**src/rtl/rgbd_gradient_patch_distance_defines.svh**
```systemverilog
// Assertion macros used by the control state machine of the patch distance block.
// Each macro expects signals named clk and rst_n in the module that uses it.
`ifndef RGBD_GRADIENT_PATCH_DISTANCE_DEFINES_SVH
`define RGBD_GRADIENT_PATCH_DISTANCE_DEFINES_SVH

// The consequent must hold in the same cycle as the antecedent.
`define RGPD_ASSERT_IMPL(label, ante, cons) \
    label: assert property (@(posedge clk) disable iff (!rst_n) (ante) |-> (cons)) \
        else $error("rgpd: same-cycle check failed");

// The consequent must hold in the cycle after the antecedent.
`define RGPD_ASSERT_NEXT(label, ante, cons) \
    label: assert property (@(posedge clk) disable iff (!rst_n) (ante) |=> (cons)) \
        else $error("rgpd: next-cycle check failed");

`endif

```
**src/rtl/rgpd_pkg.sv**
```systemverilog
`default_nettype none

package rgpd_pkg;

    localparam int MAX_PATCH_SIDE = 16;

    localparam int CFG_DATA_W = 32;
    localparam int CFG_ADDR_W = 4;

    localparam int LAMBDA_W = 17;
    localparam logic [LAMBDA_W-1:0] LAMBDA_ONE = 17'd65536;
    localparam logic [LAMBDA_W-1:0] LAMBDA_RESET = 17'd32768;

    localparam int SIDE_W = 5;
    localparam logic [SIDE_W-1:0] SIDE_RESET = 5'd5;
    localparam int AREA_W = 2 * SIDE_W;

    localparam int WEIGHT_W = 16;
    localparam int CHANNEL_W = 2;
    localparam logic [CHANNEL_W-1:0] CH_DEPTH = 2'd3;

    localparam int SUM_W = 64;
    localparam int HALF_W = SUM_W / 2;
    localparam int PROD_W = HALF_W + LAMBDA_W;
    localparam int ACC_W = 83;
    localparam int NUM_W = ACC_W - HALF_W;
    localparam int DIST_W = 48;

    localparam int BLEND_STEPS = 8;
    localparam int DIV_STEPS = NUM_W;
    localparam int CNT_W = $clog2(DIV_STEPS + 1);

    typedef enum logic [1:0] {
        REG_LAMBDA_COLOR = 2'd0,
        REG_LAMBDA_DEPTH = 2'd1,
        REG_PATCH_WIDTH  = 2'd2,
        REG_PATCH_HEIGHT = 2'd3
    } reg_idx_t;

    typedef enum logic [1:0] {
        SUM_COLOR      = 2'd0,
        SUM_COLOR_GRAD = 2'd1,
        SUM_DEPTH      = 2'd2,
        SUM_DEPTH_GRAD = 2'd3
    } sum_sel_t;

    typedef struct packed {
        logic [LAMBDA_W-1:0] lambda_color;
        logic [LAMBDA_W-1:0] lambda_depth;
        logic [SIDE_W-1:0]   patch_width;
        logic [SIDE_W-1:0]   patch_height;
    } cfg_t;

    typedef struct packed {
        logic       load_in;
        logic       square;
        logic       weight;
        logic       accum;
        logic       blend_clr;
        logic       blend_mul;
        logic       blend_add;
        logic [2:0] blend_sel;
        logic       div_init;
        logic       div_step;
        logic       out_load;
    } cmd_t;

    typedef struct packed {
        logic last;
    } status_t;

endpackage

`default_nettype wire

```
**src/rtl/rgpd_regs.sv**
```systemverilog
`default_nettype none

module rgpd_regs (
    input  logic                             clk,
    input  logic                             rst_n,
    input  logic                             psel,
    input  logic                             penable,
    input  logic                             pwrite,
    input  logic [rgpd_pkg::CFG_ADDR_W-1:0]  paddr,
    input  logic [rgpd_pkg::CFG_DATA_W-1:0]  pwdata,
    output logic [rgpd_pkg::CFG_DATA_W-1:0]  prdata,
    output logic                             pready,
    output rgpd_pkg::cfg_t                   cfg
);
    import rgpd_pkg::*;

    cfg_t     cfg_reg;
    reg_idx_t idx;
    logic     wr_en;

    assign idx    = reg_idx_t'(paddr[CFG_ADDR_W-1:2]);
    assign wr_en  = psel && penable && pwrite && pready;
    assign pready = 1'b1;
    assign cfg    = cfg_reg;

    always_ff @(posedge clk or negedge rst_n)
    begin
        if (!rst_n)
        begin
            cfg_reg.lambda_color <= LAMBDA_RESET;
            cfg_reg.lambda_depth <= LAMBDA_RESET;
            cfg_reg.patch_width  <= SIDE_RESET;
            cfg_reg.patch_height <= SIDE_RESET;
        end
        else if (wr_en)
        begin
            case (idx)
                REG_LAMBDA_COLOR: cfg_reg.lambda_color <= pwdata[LAMBDA_W-1:0];
                REG_LAMBDA_DEPTH: cfg_reg.lambda_depth <= pwdata[LAMBDA_W-1:0];
                REG_PATCH_WIDTH:  cfg_reg.patch_width  <= pwdata[SIDE_W-1:0];
                REG_PATCH_HEIGHT: cfg_reg.patch_height <= pwdata[SIDE_W-1:0];
                default:          cfg_reg <= cfg_reg;
            endcase
        end
    end

    always_comb
    begin
        case (idx)
            REG_LAMBDA_COLOR: prdata = CFG_DATA_W'(cfg_reg.lambda_color);
            REG_LAMBDA_DEPTH: prdata = CFG_DATA_W'(cfg_reg.lambda_depth);
            REG_PATCH_WIDTH:  prdata = CFG_DATA_W'(cfg_reg.patch_width);
            REG_PATCH_HEIGHT: prdata = CFG_DATA_W'(cfg_reg.patch_height);
            default:          prdata = '0;
        endcase
    end

endmodule

`default_nettype wire

```
**config.mk**
```make
export PLATFORM = sky130hd
export DESIGN_NAME = rgpd_regs
export DESIGN_NICKNAME = d
export VERILOG_FILES = /design/src/rtl/rgbd_gradient_patch_distance_defines.svh /design/src/rtl/rgpd_pkg.sv /design/src/rtl/rgpd_regs.sv
export SDC_FILE = /design/constraint.sdc
export NUM_CORES = 1
export LEC_CHECK = 0
export BUFFER_PORTS_ARGS = -buffer_cell sky130_fd_sc_hd__buf_2
export CORE_MARGIN = 2
export CORE_UTILIZATION = 46
export CTS_BUF_LIST = sky130_fd_sc_hd__clkbuf_8
export DETAILED_ROUTE_END_ITERATION = 7
export PLACE_DENSITY_LB_ADDON = 0.05
export SYNTH_ARGS = -nofsm -noshare
export SYNTH_HDL_FRONTEND = slang
export SYNTH_SLANG_ARGS = --single-unit
```
**constraint.sdc**
```tcl
create_clock -name clk -period 1 [get_ports clk]
set_input_delay 0.05 -clock clk [delete_from_list [all_inputs] [get_ports clk]]
set_output_delay 0.05 -clock clk [all_outputs]
set_load 0.02 [all_outputs]
```
==> summary.md <==
| Metric | Value |
|---|---|
| Max FFs per register | `44` |
| Vias per cell | `4.92` |
| Unrepaired setup endpoints after global routing | `true` |
| Row cnt | `24` |
| # diodes | `0` |
| Synth async-reset ratio | `1.00` |
| Setup crit end kind | `output port` |
| Clock latency on the worst-skew pair | `280 ps` |
| Area leader, netlist | `dfrtp_1` |
| Max-Cap Viols | `0` |
| Peak Freq | `715 MHz` |
| Violated checks | `negative setup slack` |
| DRC Markers | `0` |
| Overall global routing resource usage | `0.230` |
| Post-synth top area share | `0.439` |
| M1 GR Usage | `0.306` |
| Initial antenna violation count | `0` |
| IO Count | `118` |
| Yosys warning total | `0` |
| Seq cells post-synth | `44` |
| Synth Cell Area | `2170 um^2` |
| # nets final | `320` |
| CP max FO | `2` |
| Max Clock Skew | `0 ps` |
| Final slew viol count | `0` |
| Synth cell count leaders | `dfrtp_1, mux2_2, buf_4` |
| CTS tree | `built` |
| Layout cells sized above 1 | `0.721` |
| Prevailing post-synth register cell | `dfrtp_1` |
| Post-DP HPWL | `3670 um` |
| Required time of the critical path | `950 ps` |
| Hold crit path type | `input pin to register` |
| Die W | `72.6 um` |
| Met2 global-route usage | `0.374` |
| Hold Fails Final Rpt | `0` |
| Clk buf depth | `2` |
| Clk root buf | `clkbuf_8` |
| Leak | `0.00174 uW` |
| Crit path arrival time | `1350 ps` |
| CTS Buf Count | `5` |
| Register area share after synthesis | `0.512` |
| Sink Count | `44` |
| Syn_area_per_cell | `14.4 um^2` |
| Count leader, synth | `dfrtp_1` |
| Post-place instance area | `2770 um^2` |
| Area delta synth->final | `58.1%` |
| Fin worst setup slack | `-400 ps` |
| EDFF count, synth | `0` |
| PwrDens | `2090 nW/um^2` |
| Clock slew at reported path FFs | `80 ps` |
| Die Span Y | `72.6 um` |
| CTS HTree Levels | `2` |
| First-pass GRT wire length | `9120 um` |
| First DRT Iteration DRCs | `99` |
| ANT nets after route | `0` |
| Syn Inst Count | `150` |
| Design Area, Final | `3420 um^2` |
| Global route hottest layer | `met2` |
| Routed wirelength normalized by instance count | `17.3 um` |
| Setup crit start kind | `register` |
| Met3 usage | `0.0622` |
| Final period utilization | `1.40` |
| Hold depth | `2` |
| FF-to-FF path depth | `3` |
| Final wirelength | `5730 um` |
| GR Overflow Total | `0` |
| I/O Buffers | `84` |
| Post-Layout Cell Count | `332` |
| Vias | `1635` |
| WHS | `10.8 ps` |
| Worst Setup Path Type | `register to output port` |
| Setup WS pre-CTS | `-237 ps` |
| Vias in the first global route | `1784` |
| Largest cells by area after synthesis | `dfrtp_1, mux2_2, dfstp_2` |
| Core Area | `4440 um^2` |
| Minimum clock period | `1400 ps` |
| Status | `finished, violations left` |
| Pre-Repair DR Iteration Count | `4` |
| GP Congestion | `0.742` |
| Die area | `5270 um^2` |
| Largest net degree at the start of global routing | `45` |
| Synth unique cells | `20` |
| Maximum VDD drop | `0.999 mV` |
| Initial core utilization | `0.487` |
| Final setup fails | `28` |
| Placed insts | `299` |
[worst paths after layout]
check	start	to	slack (ps)
min reg2reg	cfg[8]	cfg[8]	530
min in group asynchronous	rst_n	cfg[41]	270
max	cfg[6]	prdata[1]	-400
min	pwdata[10]	cfg[20]	10
max reg2reg	cfg[12]	cfg[12]	10
max in group asynchronous	rst_n	cfg[7]	450
[report_power, final]
part           leakage, uW  switching (uW)  internal [uW]
combinational      0.00117            1560           2010
clock            0.0000519             558            466
sequential        0.000516             320           2260
total              0.00174            2440           4730
[metrics by stage]
stage | util | setup TNS (ps) | power [uW]
after floorplan | - | -2720 | 4060
after global placement | 0.623 | -5710 | 4940
after detailed placement | 0.623 | -6860 | 5010
after CTS | 0.749 | -3500 | 6980
after global routing | 0.771 | -5470 | 7560
final | 0.771 | -3550 | 7170
[worst max-delay path: stages (launching register included)]
cell     delay [ps]
dfrtp_2         410
mux4_2          500
buf_6           150
[layout make-up]
cell class | instances | area, um^2
fillers | 282 | 1020
repair buffers | 132 | 1200
clock buffers | 5 | 68.8
inverters | 1 | 3.75
multi-input cells | 95 | 952
flip-flops and latches | 44 | 1120
well taps | 52 | 65.1
clock inverters | 3 | 11.3
[layout by cell type (no fill, tap or decap)]
cell type      count
dfrtp_1           27
buf_2             42
buf_6             72
inv_1              3
or3_1              1
clkbuf_8           5
mux2_1             2
mux2_4            16
nor3_4             1
nor2_1            12
mux2i_1           12
conb_1            16
inv_2              1
dfrtp_2           11
dfstp_2            6
mux4_2             5
buf_4             12
mux2_2            26
dlygate4sd3_1      3
or2_1              1
nand3_4            1
nand4_1            1
buf_12             3
nor2_2             1
[routing by layer]
metal  part of all wire  wire [um]
met3              0.058        330
met1               0.40       2290
met5                  0          0
met4             0.0075         43
met2               0.54       3070
[kinds of logic (layout without fill, tap and decap cells)]
logic type | count (synthesis) | count (layout) | synth area share
buf+inv | 25 | 141 | 0.0878
flops | 44 | 44 | 0.512
mux | 61 | 61 | 0.354
other cells | 2 | 16 | 0.00347
simple gates | 18 | 18 | 0.0433
[timing repair]
item,4_1_cts,5_1_grt
setup buffers,21,7
pin swaps,0,1
hold buffers,3,0
setup endpoints to repair,34,52
endpoints found under the hold margin,47,0
gates resized for setup,93,24
Note: power is estimated with default switching activity, not from simulation.
