**src/rtl/rgbd_gradient_patch_distance_defines.svh**
```systemverilog
// Assertion macros used by the control state machine of the patch distance block.
// Each macro expects signals named clk and rst_n in the module that uses it.
`ifndef RGBD_GRADIENT_PATCH_DISTANCE_DEFINES_SVH
`define RGBD_GRADIENT_PATCH_DISTANCE_DEFINES_SVH

// The consequent must hold in the same cycle as the antecedent.
`define RGPD_ASSERT_IMPL(label, ante, cons) \
    label: assert property (@(posedge clk) disable iff (!rst_n) (ante) |-> (cons)) \
        else $error("rgpd: same-cycle check failed");

// The consequent must hold in the cycle after the antecedent.
`define RGPD_ASSERT_NEXT(label, ante, cons) \
    label: assert property (@(posedge clk) disable iff (!rst_n) (ante) |=> (cons)) \
        else $error("rgpd: next-cycle check failed");

`endif

```
**src/rtl/rgpd_pkg.sv**
```systemverilog
`default_nettype none

package rgpd_pkg;

    localparam int MAX_PATCH_SIDE = 16;

    localparam int CFG_DATA_W = 32;
    localparam int CFG_ADDR_W = 4;

    localparam int LAMBDA_W = 17;
    localparam logic [LAMBDA_W-1:0] LAMBDA_ONE = 17'd65536;
    localparam logic [LAMBDA_W-1:0] LAMBDA_RESET = 17'd32768;

    localparam int SIDE_W = 5;
    localparam logic [SIDE_W-1:0] SIDE_RESET = 5'd5;
    localparam int AREA_W = 2 * SIDE_W;

    localparam int WEIGHT_W = 16;
    localparam int CHANNEL_W = 2;
    localparam logic [CHANNEL_W-1:0] CH_DEPTH = 2'd3;

    localparam int SUM_W = 64;
    localparam int HALF_W = SUM_W / 2;
    localparam int PROD_W = HALF_W + LAMBDA_W;
    localparam int ACC_W = 83;
    localparam int NUM_W = ACC_W - HALF_W;
    localparam int DIST_W = 48;

    localparam int BLEND_STEPS = 8;
    localparam int DIV_STEPS = NUM_W;
    localparam int CNT_W = $clog2(DIV_STEPS + 1);

    typedef enum logic [1:0] {
        REG_LAMBDA_COLOR = 2'd0,
        REG_LAMBDA_DEPTH = 2'd1,
        REG_PATCH_WIDTH  = 2'd2,
        REG_PATCH_HEIGHT = 2'd3
    } reg_idx_t;

    typedef enum logic [1:0] {
        SUM_COLOR      = 2'd0,
        SUM_COLOR_GRAD = 2'd1,
        SUM_DEPTH      = 2'd2,
        SUM_DEPTH_GRAD = 2'd3
    } sum_sel_t;

    typedef struct packed {
        logic [LAMBDA_W-1:0] lambda_color;
        logic [LAMBDA_W-1:0] lambda_depth;
        logic [SIDE_W-1:0]   patch_width;
        logic [SIDE_W-1:0]   patch_height;
    } cfg_t;

    typedef struct packed {
        logic       load_in;
        logic       square;
        logic       weight;
        logic       accum;
        logic       blend_clr;
        logic       blend_mul;
        logic       blend_add;
        logic [2:0] blend_sel;
        logic       div_init;
        logic       div_step;
        logic       out_load;
    } cmd_t;

    typedef struct packed {
        logic last;
    } status_t;

endpackage

`default_nettype wire

```
**src/rtl/rgpd_ctrl.sv**
```systemverilog
`default_nettype none
`include "rgbd_gradient_patch_distance_defines.svh"

module rgpd_ctrl (
    input  logic              clk,
    input  logic              rst_n,
    input  logic              s_tvalid,
    output logic              s_tready,
    output logic              m_tvalid,
    input  logic              m_tready,
    input  rgpd_pkg::status_t status,
    output rgpd_pkg::cmd_t    cmd
);
    import rgpd_pkg::*;

    typedef enum logic [6:0] {
        ST_IDLE  = 7'b0000001,
        ST_SQR   = 7'b0000010,
        ST_WGT   = 7'b0000100,
        ST_ACC   = 7'b0001000,
        ST_BLEND = 7'b0010000,
        ST_DIV   = 7'b0100000,
        ST_OUT   = 7'b1000000
    } state_t;

    state_t           state_reg, state_next;
    logic [CNT_W-1:0] cnt_reg, cnt_next;
    logic             out_valid_reg, out_valid_next;

    always_comb
    begin
        state_next = state_reg;
        cnt_next   = cnt_reg;
        cmd        = '0;
        s_tready   = 1'b0;
        case (state_reg)
            ST_IDLE:
            begin
                s_tready = 1'b1;
                if (s_tvalid)
                begin
                    cmd.load_in = 1'b1;
                    state_next  = ST_SQR;
                end
            end
            ST_SQR:
            begin
                cmd.square = 1'b1;
                state_next = ST_WGT;
            end
            ST_WGT:
            begin
                cmd.weight = 1'b1;
                state_next = ST_ACC;
            end
            ST_ACC:
            begin
                cmd.accum = 1'b1;
                if (status.last)
                begin
                    cmd.blend_clr = 1'b1;
                    cnt_next      = '0;
                    state_next    = ST_BLEND;
                end
                else
                begin
                    state_next = ST_IDLE;
                end
            end
            ST_BLEND:
            begin
                // The product of one step is added in the next, so the last
                // step only drains the product register.
                cmd.blend_sel = cnt_reg[2:0];
                cmd.blend_mul = cnt_reg < CNT_W'(BLEND_STEPS);
                cmd.blend_add = cnt_reg != '0;
                if (cnt_reg == CNT_W'(BLEND_STEPS))
                begin
                    cnt_next   = '0;
                    state_next = ST_DIV;
                end
                else
                begin
                    cnt_next = cnt_reg + 1'b1;
                end
            end
            ST_DIV:
            begin
                cmd.div_init = cnt_reg == '0;
                cmd.div_step = cnt_reg != '0;
                if (cnt_reg == CNT_W'(DIV_STEPS))
                begin
                    cnt_next   = '0;
                    state_next = ST_OUT;
                end
                else
                begin
                    cnt_next = cnt_reg + 1'b1;
                end
            end
            ST_OUT:
            begin
                if (!out_valid_reg || m_tready)
                begin
                    cmd.out_load = 1'b1;
                    state_next   = ST_IDLE;
                end
            end
            default:
            begin
                state_next = ST_IDLE;
                cnt_next   = '0;
            end
        endcase
    end

    always_comb
    begin
        if (cmd.out_load)
            out_valid_next = 1'b1;
        else if (m_tready)
            out_valid_next = 1'b0;
        else
            out_valid_next = out_valid_reg;
    end

    always_ff @(posedge clk or negedge rst_n)
    begin
        if (!rst_n)
        begin
            state_reg     <= ST_IDLE;
            cnt_reg       <= '0;
            out_valid_reg <= 1'b0;
        end
        else
        begin
            state_reg     <= state_next;
            cnt_reg       <= cnt_next;
            out_valid_reg <= out_valid_next;
        end
    end

    assign m_tvalid = out_valid_reg;

    `RGPD_ASSERT_IMPL(a_out_no_overwrite, cmd.out_load, !out_valid_reg || m_tready)
    `RGPD_ASSERT_IMPL(a_valid_from_out, $rose(out_valid_reg), $past(state_reg == ST_OUT))
    `RGPD_ASSERT_IMPL(a_blend_count, state_reg == ST_BLEND, cnt_reg <= CNT_W'(BLEND_STEPS))
    `RGPD_ASSERT_NEXT(a_div_to_out, (state_reg == ST_DIV) && (cnt_reg == CNT_W'(DIV_STEPS)), state_reg == ST_OUT)

endmodule

`default_nettype wire
```
**config.mk**
```make
export PLATFORM = sky130hd
export DESIGN_NAME = rgpd_ctrl
export DESIGN_NICKNAME = d
export VERILOG_FILES = /design/src/rtl/rgpd_pkg.sv /design/src/rtl/rgpd_ctrl.sv
export VERILOG_INCLUDE_DIRS = /design/src /design/src/rtl
export SDC_FILE = /design/constraint.sdc
export NUM_CORES = 1
export LEC_CHECK = 0
export BUFFER_PORTS_ARGS = -buffer_cell sky130_fd_sc_hd__buf_2
export CELL_PAD_IN_SITES_DETAIL_PLACEMENT = 0
export CELL_PAD_IN_SITES_GLOBAL_PLACEMENT = 1
export CORE_UTILIZATION = 38
export CTS_CLUSTER_DIAMETER = 40
export DETAILED_ROUTE_END_ITERATION = 8
export PLACE_DENSITY = 0.83
export SYNTH_ARGS = -nofsm -noshare
export SYNTH_HDL_FRONTEND = slang
export SYNTH_SLANG_ARGS = --single-unit
```
**constraint.sdc**
```tcl
create_clock -name clk -period 2 [get_ports clk]
set_clock_uncertainty 0.2 [all_clocks]
set_input_delay 0.2 -clock clk [delete_from_list [all_inputs] [get_ports clk]]
set_output_delay 0.2 -clock clk [all_outputs]
set_load 0.005 [all_outputs]
```
==> reports/qor.csv, run 1 <==
stage,metric,value,unit
status,status,finished with violations,
status,violated checks,negative setup slack,
timing,unrepaired setup endpoints after global routing,true,
clocking,Clock Path Buffers,2,
synthesis,Synth Register Bits,14,
clocking,CTS tree,built,
global_route,vias in the first global route,925,
synthesis,Synth area leader,dfrtp_1,
synthesis,Synth Net Count,112,
synthesis,Post-synth EDFFs,0,
drt,DR WL/cell,14.35,um
drt,final wirelength,2.583,mm
cells_and_area,number of fillers in the final layout,194,
synthesis,syn avg cell area,9.009,um^2
drt,final antenna-violating net count,0,
floorplan,Initial Util,41.56,%
drt,Vias/cell,5.261,
worst_setup_path,CP Capture Type,primary output,
worst_setup_path,Critical Path RT,1.60,ns
floorplan,die area,0.002693,mm^2
power,PwrDens,758.8,mW/mm^2
worst_hold_path,Worst Hold Class,input pin to flip-flop,
cells_and_area,Multi-input gate area,621.8,um^2
synthesis,synthesized instance count,105,
clocking,worst-skew pair later-pin latency,0.29,ns
timing,Setup TNS Final,-1.424,ns
floorplan,I/O pin count,20,
floorplan,core outline area,0.002276,mm^2
cells_and_area,sequential cell area,354.1,um^2
synthesis,Yosys cell types,41,
global_route,largest net degree at the start of global routing,15,
timing,number of hold violations in the final report,0,
cells_and_area,Synth-to-Final Area Change,48.02,%
worst_setup_path,type of origin of the critical path,flip-flop,
synthesis,warning count from the yosys run,0,
timing,fmax,455.0,MHz
worst_setup_path,worst-path fanout max,4,
clocking,H-tree depth,1,
timing,Slew Limit Fails,0,
global_route,initial antenna violation count,0,
synthesis,mapped cell area,945.9,um^2
synthesis,synth cell count leaders,"13 x dfrtp_1, 11 x nor2_1, 7 x nor3_1",
job,Max-Cap Viols,0,
synthesis,synth top area cells,"dfrtp_1 34%, nor2_1 4.4%, nor3_1 3.7%",
placed_design,final weighted congestion in routability-driven placement,0.8882,
placed_design,DP Area,0.001167,mm^2
drt,Initial DRC Count,15,
worst_setup_path,crit path kind,flip-flop to primary output,
floorplan,Rows,17,
global_route,total gr overflow,0,
clocking,CTS Buf Count,3,
global_route,All-Layer GR Usage,20.96,%
clocking,clk slew on worst S/H paths,0.09,ns
cells_and_area,Layout Nets,160,
placed_design,dpl hpwl,1.810,mm
synthesis,sequential cell area fraction in the yosys report,37.17,%
cells_and_area,final instance area,0.001400,mm^2
cells_and_area,max reg flops,7,
floorplan,Die Ht,51.89,um
synthesis,dominant cell by count in the synthesized netlist,dfrtp_1,
floorplan,Die X,51.89,um
placed_design,IO Port Bufs,19,
timing,Tmin final,2.198,ns
timing,Max-slew headroom,73.59,%
clocking,clk sinks,14,
timing,fin crit share,109.9,%
drt,DR vias,947,
worst_setup_path,worst path arrival time,1.80,ns
drt,residual DRC count,0,
cells_and_area,share of cells above drive strength 1,47.37,%
power,Leak Pwr,0.0006557,uW
drt,drt first pass iters,4,
cells_and_area,fin util,61.52,%
placed_design,Placement Setup Slack,0.04312,ns
global_route,global-route wire length before repair,4.084,mm
worst_setup_path,r2r setup slk,0.08,ns
cells_and_area,ANT cells,0,
clocking,Root Buffer,clkbuf_4,
timing,PnR worst setup slack,-0.1976,ns
timing,Final setup viols,10,
synthesis,"FFs w/ async S/R, synth",100.0,%
synthesis,Synth top area share,34.39,%
power,largest vdd supply drop,464.2,uV
synthesis,Post-synth top flop,dfrtp_1,
timing,Least-Margin Pin Slew,0.3953,ns
[repair_timing]
action                                  4_1_cts  5_1_grt
pin swaps                                     7        6
buffers inserted                              8        4
hold endpoints to repair                     15        0
hold buffers                                  2        0
cloned                                        0        0
resized for setup                             9       18
endpoints found under the setup margin       12       19
[placed cells by master, fill, tap and decap left out, drive strengths merged, types with 2 or more instances in the layout]
cell type and count:
or3 3, nor3 8, nand3 4, and2 4, buf 45, o21a 2
o221ai 3, o21ai 6, nand2 6, nor4b 3, mux2i 2, nor4 3
dfrtp 13, inv 6, nor2b 4, ha 2, xnor2 2, o22ai 2
dlygate4sd3 2, or2b 2, nor2 11, nand2b 2, clkbuf 4
[cell families after synthesis]
group | share of synthesized area, %
buf+inv | 4.629
fa+ha+maj | 2.645
flops | 37.17
mux | 2.116
compound gates | 14.55
simple gates | 36.11
xor+xnor | 2.778
[cell type report]
cell class	instances	area share [%]
inverters	6	1.609
multi-input cells	81	44.41
well taps	28	2.502
repair buffers	47	24.31
clock buffers	4	1.877
flip-flops and latches	14	25.29
[critical path, stage by stage (launching register included)]
cell and delay, ns:
dfrtp_1 0.39, or3_4 0.37, buf_6 0.14, nor3_4 0.16
nand2_2 0.11, buf_6 0.15, nor2_2 0.09, buf_2 0.11
[layer usage]
layer  part of all wire, %  GRT usage [%]
met1                    43          23.72
met2                    53          38.46
met3                   3.9          5.263
met4                     0          5.405
met5                     0              0
[worst paths after layout]
kind,depth (start not counted),end,from
max,7,cmd[6],state_reg[1]$_DFFE_PN0P_
min,3,m_tvalid$_DFFE_PN0P_,m_tready
max reg2reg,8,state_reg[6]$_DFFE_PN0P_,state_reg[1]$_DFFE_PN0P_
min reg2reg,2,m_tvalid$_DFFE_PN0P_,m_tvalid$_DFFE_PN0P_
max in group asynchronous,2,state_reg[0]$_DFFE_PN1P_,rst_n
min in group asynchronous,2,m_tvalid$_DFFE_PN0P_,rst_n
[power breakdown]
part / leakage (uW) / total, uW / switching (uW) / internal [uW]
clock network: 0.0000150 / 182 / 104 / 77.6
logic: 0.000453 / 552 / 245 / 307
registers: 0.000188 / 329 / 15.9 / 313
[stage by stage]
step                cells  total power (uW)  hold slack (ns)
finish                180              1062          0.02819
global route          180              1127          0.04239
CTS                   177             976.5          0.01779
detailed placement    163             687.2         -0.08207
global placement      163             678.1         -0.08435
floorplan             105             526.0          -0.2956
(Power assumes the default switching activity.)
==> run 2: changes to the inputs <==
--- a/config.mk
+++ b/config.mk
@@ -9,6 +9,7 @@
 export BUFFER_PORTS_ARGS = -buffer_cell sky130_fd_sc_hd__buf_2
 export CELL_PAD_IN_SITES_DETAIL_PLACEMENT = 0
 export CELL_PAD_IN_SITES_GLOBAL_PLACEMENT = 1
+export CORE_MARGIN = 4
 export CORE_UTILIZATION = 38
 export CTS_CLUSTER_DIAMETER = 40
 export DETAILED_ROUTE_END_ITERATION = 8
==> run 2 against run 1 <==
  * The run still ends with negative setup slack left
  * Power fell by 2.0%
  * Clock-buffer cell count did not move
  * Global-route usage fell by 5.0 points
  * Flip-flop and latch count did not move
  * Combinational power fell by 3%
  * First-iteration DRC count rose by 67%
  * Critical path depth fell by 3
  * Hold slack improved by 0.016 ns
  * Sequential power barely moved
  * Via count fell by 1.8%
  * Die area rose by 24%
  * Non-clock buffer count fell by 2
  * Critical path type unchanged
  * Largest cell class unchanged
  * Largest power group unchanged
==> reports/qor.csv, run 2 (synthesis gave the netlist of run 1 again) <==
stage,metric,value,unit
worst_hold_path,Min-Delay Endpoint,m_tvalid$_DFFE_PN0P_,
worst_setup_path,Worst path max stage delay,0.46,ns
placed_design,final weighted congestion in routability-driven placement,0.8147,
drt,final wirelength,2.468,mm
power,largest vdd supply drop,882.7,uV
job,Max-Cap Viols,0,
worst_setup_path,kind of cell adding the most delay to the critical path,simple AND/OR/NAND/NOR gates,
floorplan,I/O pin count,20,
worst_hold_path,Worst Hold Class,input pin to flip-flop,
timing,Slew Limit Fails,0,
status,status,finished with violations,
floorplan,Die X,57.89,um
power,PwrDens,756.0,mW/mm^2
drt,residual DRC count,0,
cells_and_area,share of cells above drive strength 1,46.00,%
clocking,clk slew on worst S/H paths,0.09,ns
floorplan,die area,0.003351,mm^2
drt,drt first pass iters,4,
clocking,CTS Buf Count,3,
placed_design,dpl hpwl,1.804,mm
worst_setup_path,worst-path fanout max,3,
floorplan,Initial Util,41.18,%
clocking,Root Buffer,clkbuf_4,
clocking,H-tree depth,1,
global_route,total gr overflow,0,
timing,fin crit share,109.5,%
placed_design,placed cell count,163,
worst_setup_path,R2R Path End,state_reg[0]$_DFFE_PN1P_,
cells_and_area,max reg flops,7,
worst_setup_path,Critical Path RT,1.60,ns
worst_setup_path,type of origin of the critical path,flip-flop,
cells_and_area,ANT cells,0,
timing,PnR worst setup slack,-0.1892,ns
worst_setup_path,Slowest cell on crit path,or4_4,
timing,Final setup viols,11,
timing,fmax,456.8,MHz
placed_design,Placement Setup Slack,0.04786,ns
worst_setup_path,crit path kind,flip-flop to primary output,
cells_and_area,Layout Nets,158,
cells_and_area,Multi-input gate area,611.8,um^2
cells_and_area,non-filler instance count after layout,178,
drt,final antenna-violating net count,0,
cells_and_area,"commonest non-fill, non-tap cell in the layout",buf_4,
worst_setup_path,r2r setup slk,0.06,ns
clocking,worst-skew pair later-pin latency,0.29,ns
worst_setup_path,Critical Path Start,state_reg[0]$_DFFE_PN1P_,
global_route,largest net degree at the start of global routing,15,
drt,Initial DRC Count,25,
worst_setup_path,CP Cell Sequence,"or3_4, or4_4, nor4_4, buf_2",
timing,unrepaired setup endpoints after global routing,true,
timing,Tmin final,2.189,ns
worst_setup_path,worst reg2reg path depth,8,
power,Leak Pwr,0.0006503,uW
worst_setup_path,CP Capture Type,primary output,
worst_setup_path,Buf/Inv on CP,1,
worst_setup_path,reg-to-reg critical path startpoint,state_reg[0]$_DFFE_PN1P_,
cells_and_area,number of fillers in the final layout,207,
clocking,Clock Path Buffers,2,
clocking,CTS tree,built,
global_route,All-Layer GR Usage,16.00,%
floorplan,core outline area,0.002297,mm^2
global_route,vias in the first global route,887,
status,violated checks,negative setup slack,
drt,DR WL/cell,13.87,um
cells_and_area,sequential cell area,352.8,um^2
timing,Max-slew headroom,71.12,%
placed_design,IO Port Bufs,19,
cells_and_area,most frequent cells in the layout,"20 x buf_4, 16 x buf_2, 12 x dfrtp_1",
floorplan,Die Ht,57.89,um
global_route,initial antenna violation count,0,
global_route,global-route wire length before repair,4.195,mm
floorplan,Rows,17,
timing,number of hold violations in the final report,0,
worst_hold_path,Hold Crit Depth,3,
worst_setup_path,worst path arrival time,1.79,ns
cells_and_area,Synth-to-Final Area Change,45.63,%
worst_hold_path,hold path start,m_tready,
timing,Least-Margin Pin Slew,0.4323,ns
cells_and_area,fin util,59.97,%
drt,Vias/cell,5.225,
drt,DR vias,930,
clocking,clk sinks,14,
run 2: layer usage:
| metal | GRT usage [%] | vias up | share of wire, % |
|---|---|---|---|
| li1 | - | 468 | - |
| met1 | 22.45 | 440 | 46 |
| met2 | 24.03 | 18 | 49 |
| met3 | 4.009 | 4 | 4.4 |
| met4 | 4.967 | 0 | 1.2 |
| met5 | 0 | - | 0 |
run 2: per-stage QoR:
stage                     power (uW)  hold slack, ns  area, um^2  TNS (ns)
final                           1042         0.04395        1378    -1.129
after global routing            1122         0.05509        1378    -2.103
after CTS                      973.5         0.03018        1310    -1.244
after detailed placement       692.6        -0.07315        1167         0
after global placement         690.9        -0.08339        1167         0
after floorplan                526.0         -0.2956       945.9         0
run 2: layout make-up:
| cell class | instances | area share (%) |
|---|---|---|
| clock buffers | 4 | 1.907 |
| inverters | 6 | 1.635 |
| multi-input cells | 81 | 44.41 |
| flip-flops and latches | 14 | 25.61 |
| well taps | 28 | 2.543 |
| repair buffers | 45 | 23.89 |
run 2: worst max path at each step:
stage,end,slack (ns),cells past startpoint
after floorplan,cmd[2],0.14,3
after global placement,cmd[3],0.08,7
after detailed placement,cnt_reg[0]$_DFFE_PN0P_,0.05,6
after CTS,cmd[2],-0.20,4
after global routing,cmd[3],-0.26,7
final,cmd[2],-0.19,4
run 2: repair_timing:
item / 4_1_cts / 5_1_grt
setup buffers: 4 / 6
gates resized for setup: 15 / 12
endpoints found under the setup margin: 13 / 20
endpoints found under the hold margin: 16 / 0
hold buffers: 2 / 0
pin swaps: 7 / 9
run 2: worst min-delay path, cell delays in order:
cell and delay, ns:
buf_2 0.09, nand2b_1 0.15, nand2_1 0.06
run 2: power breakdown:
part / switching [uW] / internal (uW) / total, uW / leakage, uW
logic: 226 / 310 / 536 / 0.000446
registers: 14.8 / 313 / 327 / 0.000189
clock network: 100 / 77.7 / 178 / 0.0000150
==> run 3: changes to the inputs <==
--- a/config.mk
+++ b/config.mk
@@ -10,10 +10,10 @@
 export CELL_PAD_IN_SITES_DETAIL_PLACEMENT = 0
 export CELL_PAD_IN_SITES_GLOBAL_PLACEMENT = 1
 export CORE_MARGIN = 4
-export CORE_UTILIZATION = 38
+export CORE_UTILIZATION = 30
 export CTS_CLUSTER_DIAMETER = 40
 export DETAILED_ROUTE_END_ITERATION = 8
-export PLACE_DENSITY = 0.83
+export PLACE_DENSITY = 0.69
 export SYNTH_ARGS = -nofsm -noshare
 export SYNTH_HDL_FRONTEND = slang
 export SYNTH_SLANG_ARGS = --single-unit
==> run 3 against run 2 <==
  * The flow still finishes with violations (negative setup slack)
  * Combinational power is 9.0% higher
  * Clock-buffer cell count did not move
  * Non-clock buffer count shrank 1
  * Flip-flop and latch count did not move
  * Hold slack worse by 0.012 ns
  * Critical path type unchanged
==> reports/qor.csv, run 3 (synthesis gave the netlist of run 1 again) <==
stage,metric,value,unit
timing,PnR worst setup slack,-0.2201,ns
cells_and_area,fin util,46.53,%
cells_and_area,"commonest non-fill, non-tap cell in the layout",buf_4,
placed_design,dpl hpwl,1.845,mm
worst_setup_path,Critical Path RT,1.60,ns
worst_hold_path,Hold Crit Depth,3,
drt,residual DRC count,0,
timing,Least-Margin Pin Slew,0.5589,ns
cells_and_area,Layout Nets,157,
timing,fin crit share,111.0,%
global_route,vias in the first global route,962,
clocking,CTS Buf Count,3,
worst_setup_path,Worst path max stage delay,0.39,ns
cells_and_area,ANT cells,0,
floorplan,Die X,64.15,um
drt,drt first pass iters,5,
cells_and_area,most frequent cells in the layout,"19 x buf_4, 16 x buf_2, 10 x dfrtp_1",
cells_and_area,Synth-to-Final Area Change,48.94,%
worst_setup_path,kind of cell adding the most delay to the critical path,simple AND/OR/NAND/NOR gates,
power,PwrDens,799.5,mW/mm^2
worst_setup_path,crit path kind,flip-flop to primary output,
timing,Final setup viols,14,
global_route,initial antenna violation count,0,
timing,Max-slew headroom,62.41,%
power,Leak Pwr,0.0006460,uW
clocking,Clock Path Buffers,2,
clocking,clk sinks,14,
clocking,Root Buffer,clkbuf_4,
global_route,total gr overflow,0,
floorplan,Rows,20,
floorplan,I/O pin count,20,
timing,Tmin final,2.220,ns
drt,DR WL/cell,13.14,um
worst_hold_path,Worst Hold Class,input pin to flip-flop,
timing,unrepaired setup endpoints after global routing,true,
worst_setup_path,worst-path fanout max,3,
placed_design,Placement Setup Slack,0.02638,ns
timing,Slew Limit Fails,0,
cells_and_area,max reg flops,7,
drt,Initial DRC Count,30,
clocking,CTS tree,built,
timing,Setup TNS Final,-1.734,ns
status,status,finished with violations,
drt,DR vias,957,
job,Max-Cap Viols,0,
cells_and_area,share of cells above drive strength 1,47.65,%
floorplan,die area,0.004115,mm^2
global_route,global-route wire length before repair,4.395,mm
worst_setup_path,worst path arrival time,1.82,ns
global_route,All-Layer GR Usage,13.77,%
status,violated checks,negative setup slack,
floorplan,core outline area,0.003028,mm^2
drt,final wirelength,2.536,mm
worst_setup_path,worst reg2reg path depth,6,
power,largest vdd supply drop,387.5,uV
worst_setup_path,Buf/Inv on CP,3,
worst_setup_path,CP Depth,6,
worst_setup_path,Slowest cell on crit path,or3_4,
clocking,worst-skew pair later-pin latency,0.28,ns
drt,final antenna-violating net count,0,
worst_setup_path,CP Cell Sequence,"or3_4, buf_4, buf_6, nor4b_4, and2_4, buf_2",
worst_setup_path,type of origin of the critical path,flip-flop,
placed_design,IO Port Bufs,19,
drt,Vias/cell,4.959,
timing,fmax,450.4,MHz
placed_design,final weighted congestion in routability-driven placement,0.8303,
clocking,clk slew on worst S/H paths,0.09,ns
floorplan,Die Ht,64.15,um
timing,number of hold violations in the final report,0,
floorplan,Initial Util,31.24,%
global_route,largest net degree at the start of global routing,15,
clocking,H-tree depth,1,
worst_setup_path,CP Capture Type,primary output,
-- run 3: changes by cell type in the layout (fill, tap and decap cells not counted), sizes merged --
| cell | change |
|---|---|
| buf | -1 |
-- run 3: per-layer routing --
layer,part of all wire [%],GRT usage [%]
met1,45,16.41
met2,49,23.74
met3,5.8,5.097
met4,0.28,2.639
met5,0,0
-- run 3: timing repair --
| item | in CTS | in global routing |
|---|---|---|
| cloned | 0 | 0 |
| pin swaps | 8 | 4 |
| setup buffers | 4 | 5 |
| endpoints found under the hold margin | 15 | 0 |
| hold buffers | 2 | 0 |
| resized for setup | 18 | 10 |
| setup endpoints to repair | 15 | 20 |
-- run 3: worst register-to-register path: cells and delay by family (launching register included) --
| kind | cells | cell delay, ns |
|---|---|---|
| AOI/OAI and AO/OA | 2 | 0.70 |
| adders and majority gates | 1 | 0.21 |
| buffers and inverters | 1 | 0.09 |
| DFF | 1 | 0.40 |
| muxes | 1 | 0.17 |
| and+or+nand+nor | 1 | 0.17 |
-- run 3: per-stage QoR --
step / total power, uW / hold slack, ns / instance area [um^2] / instances
floorplan: 526.0 / -0.2956 / 945.9 / 105
global placement: 723.8 / -0.08189 / 1187 / 179
detailed placement: 726.5 / -0.07795 / 1187 / 179
CTS: 1086 / 0.01628 / 1346 / 189
global route: 1204 / 0.06663 / 1409 / 193
finish: 1126 / 0.03229 / 1409 / 193
-- run 3: layout make-up --
cell class	instances	area [um^2]
Clock buffer	4	36.28
Fill cell	291	1619
Inverter	6	22.52
Multi-Input combinational cell	81	618.1
Sequential cell	14	355.3
Tap cell	44	55.05
Timing Repair Buffer	44	321.6
-- run 3: worst paths after layout --
kind / start / to / slack [ns]
hold / removal: m_tready / m_tvalid$_DFFE_PN0P_ / 0.03
setup reg to reg: cnt_reg[1]$_DFFE_PN0P_ / cnt_reg[0]$_DFFE_PN0P_ / -0.01
max in group asynchronous: rst_n / state_reg[0]$_DFFE_PN1P_ / 1.17
min in group asynchronous: rst_n / state_reg[2]$_DFFE_PN0P_ / 0.14
hold reg to reg: m_tvalid$_DFFE_PN0P_ / m_tvalid$_DFFE_PN0P_ / 0.36
setup / recovery: state_reg[0]$_DFFE_PN1P_ / cmd[8] / -0.22
-- run 3: power breakdown --
group          total (uW)  internal [uW]  switching, uW
Clock                 212            111            101
Combinational         584            337            247
Sequential            330            313           17.4
Total                1130            761            366
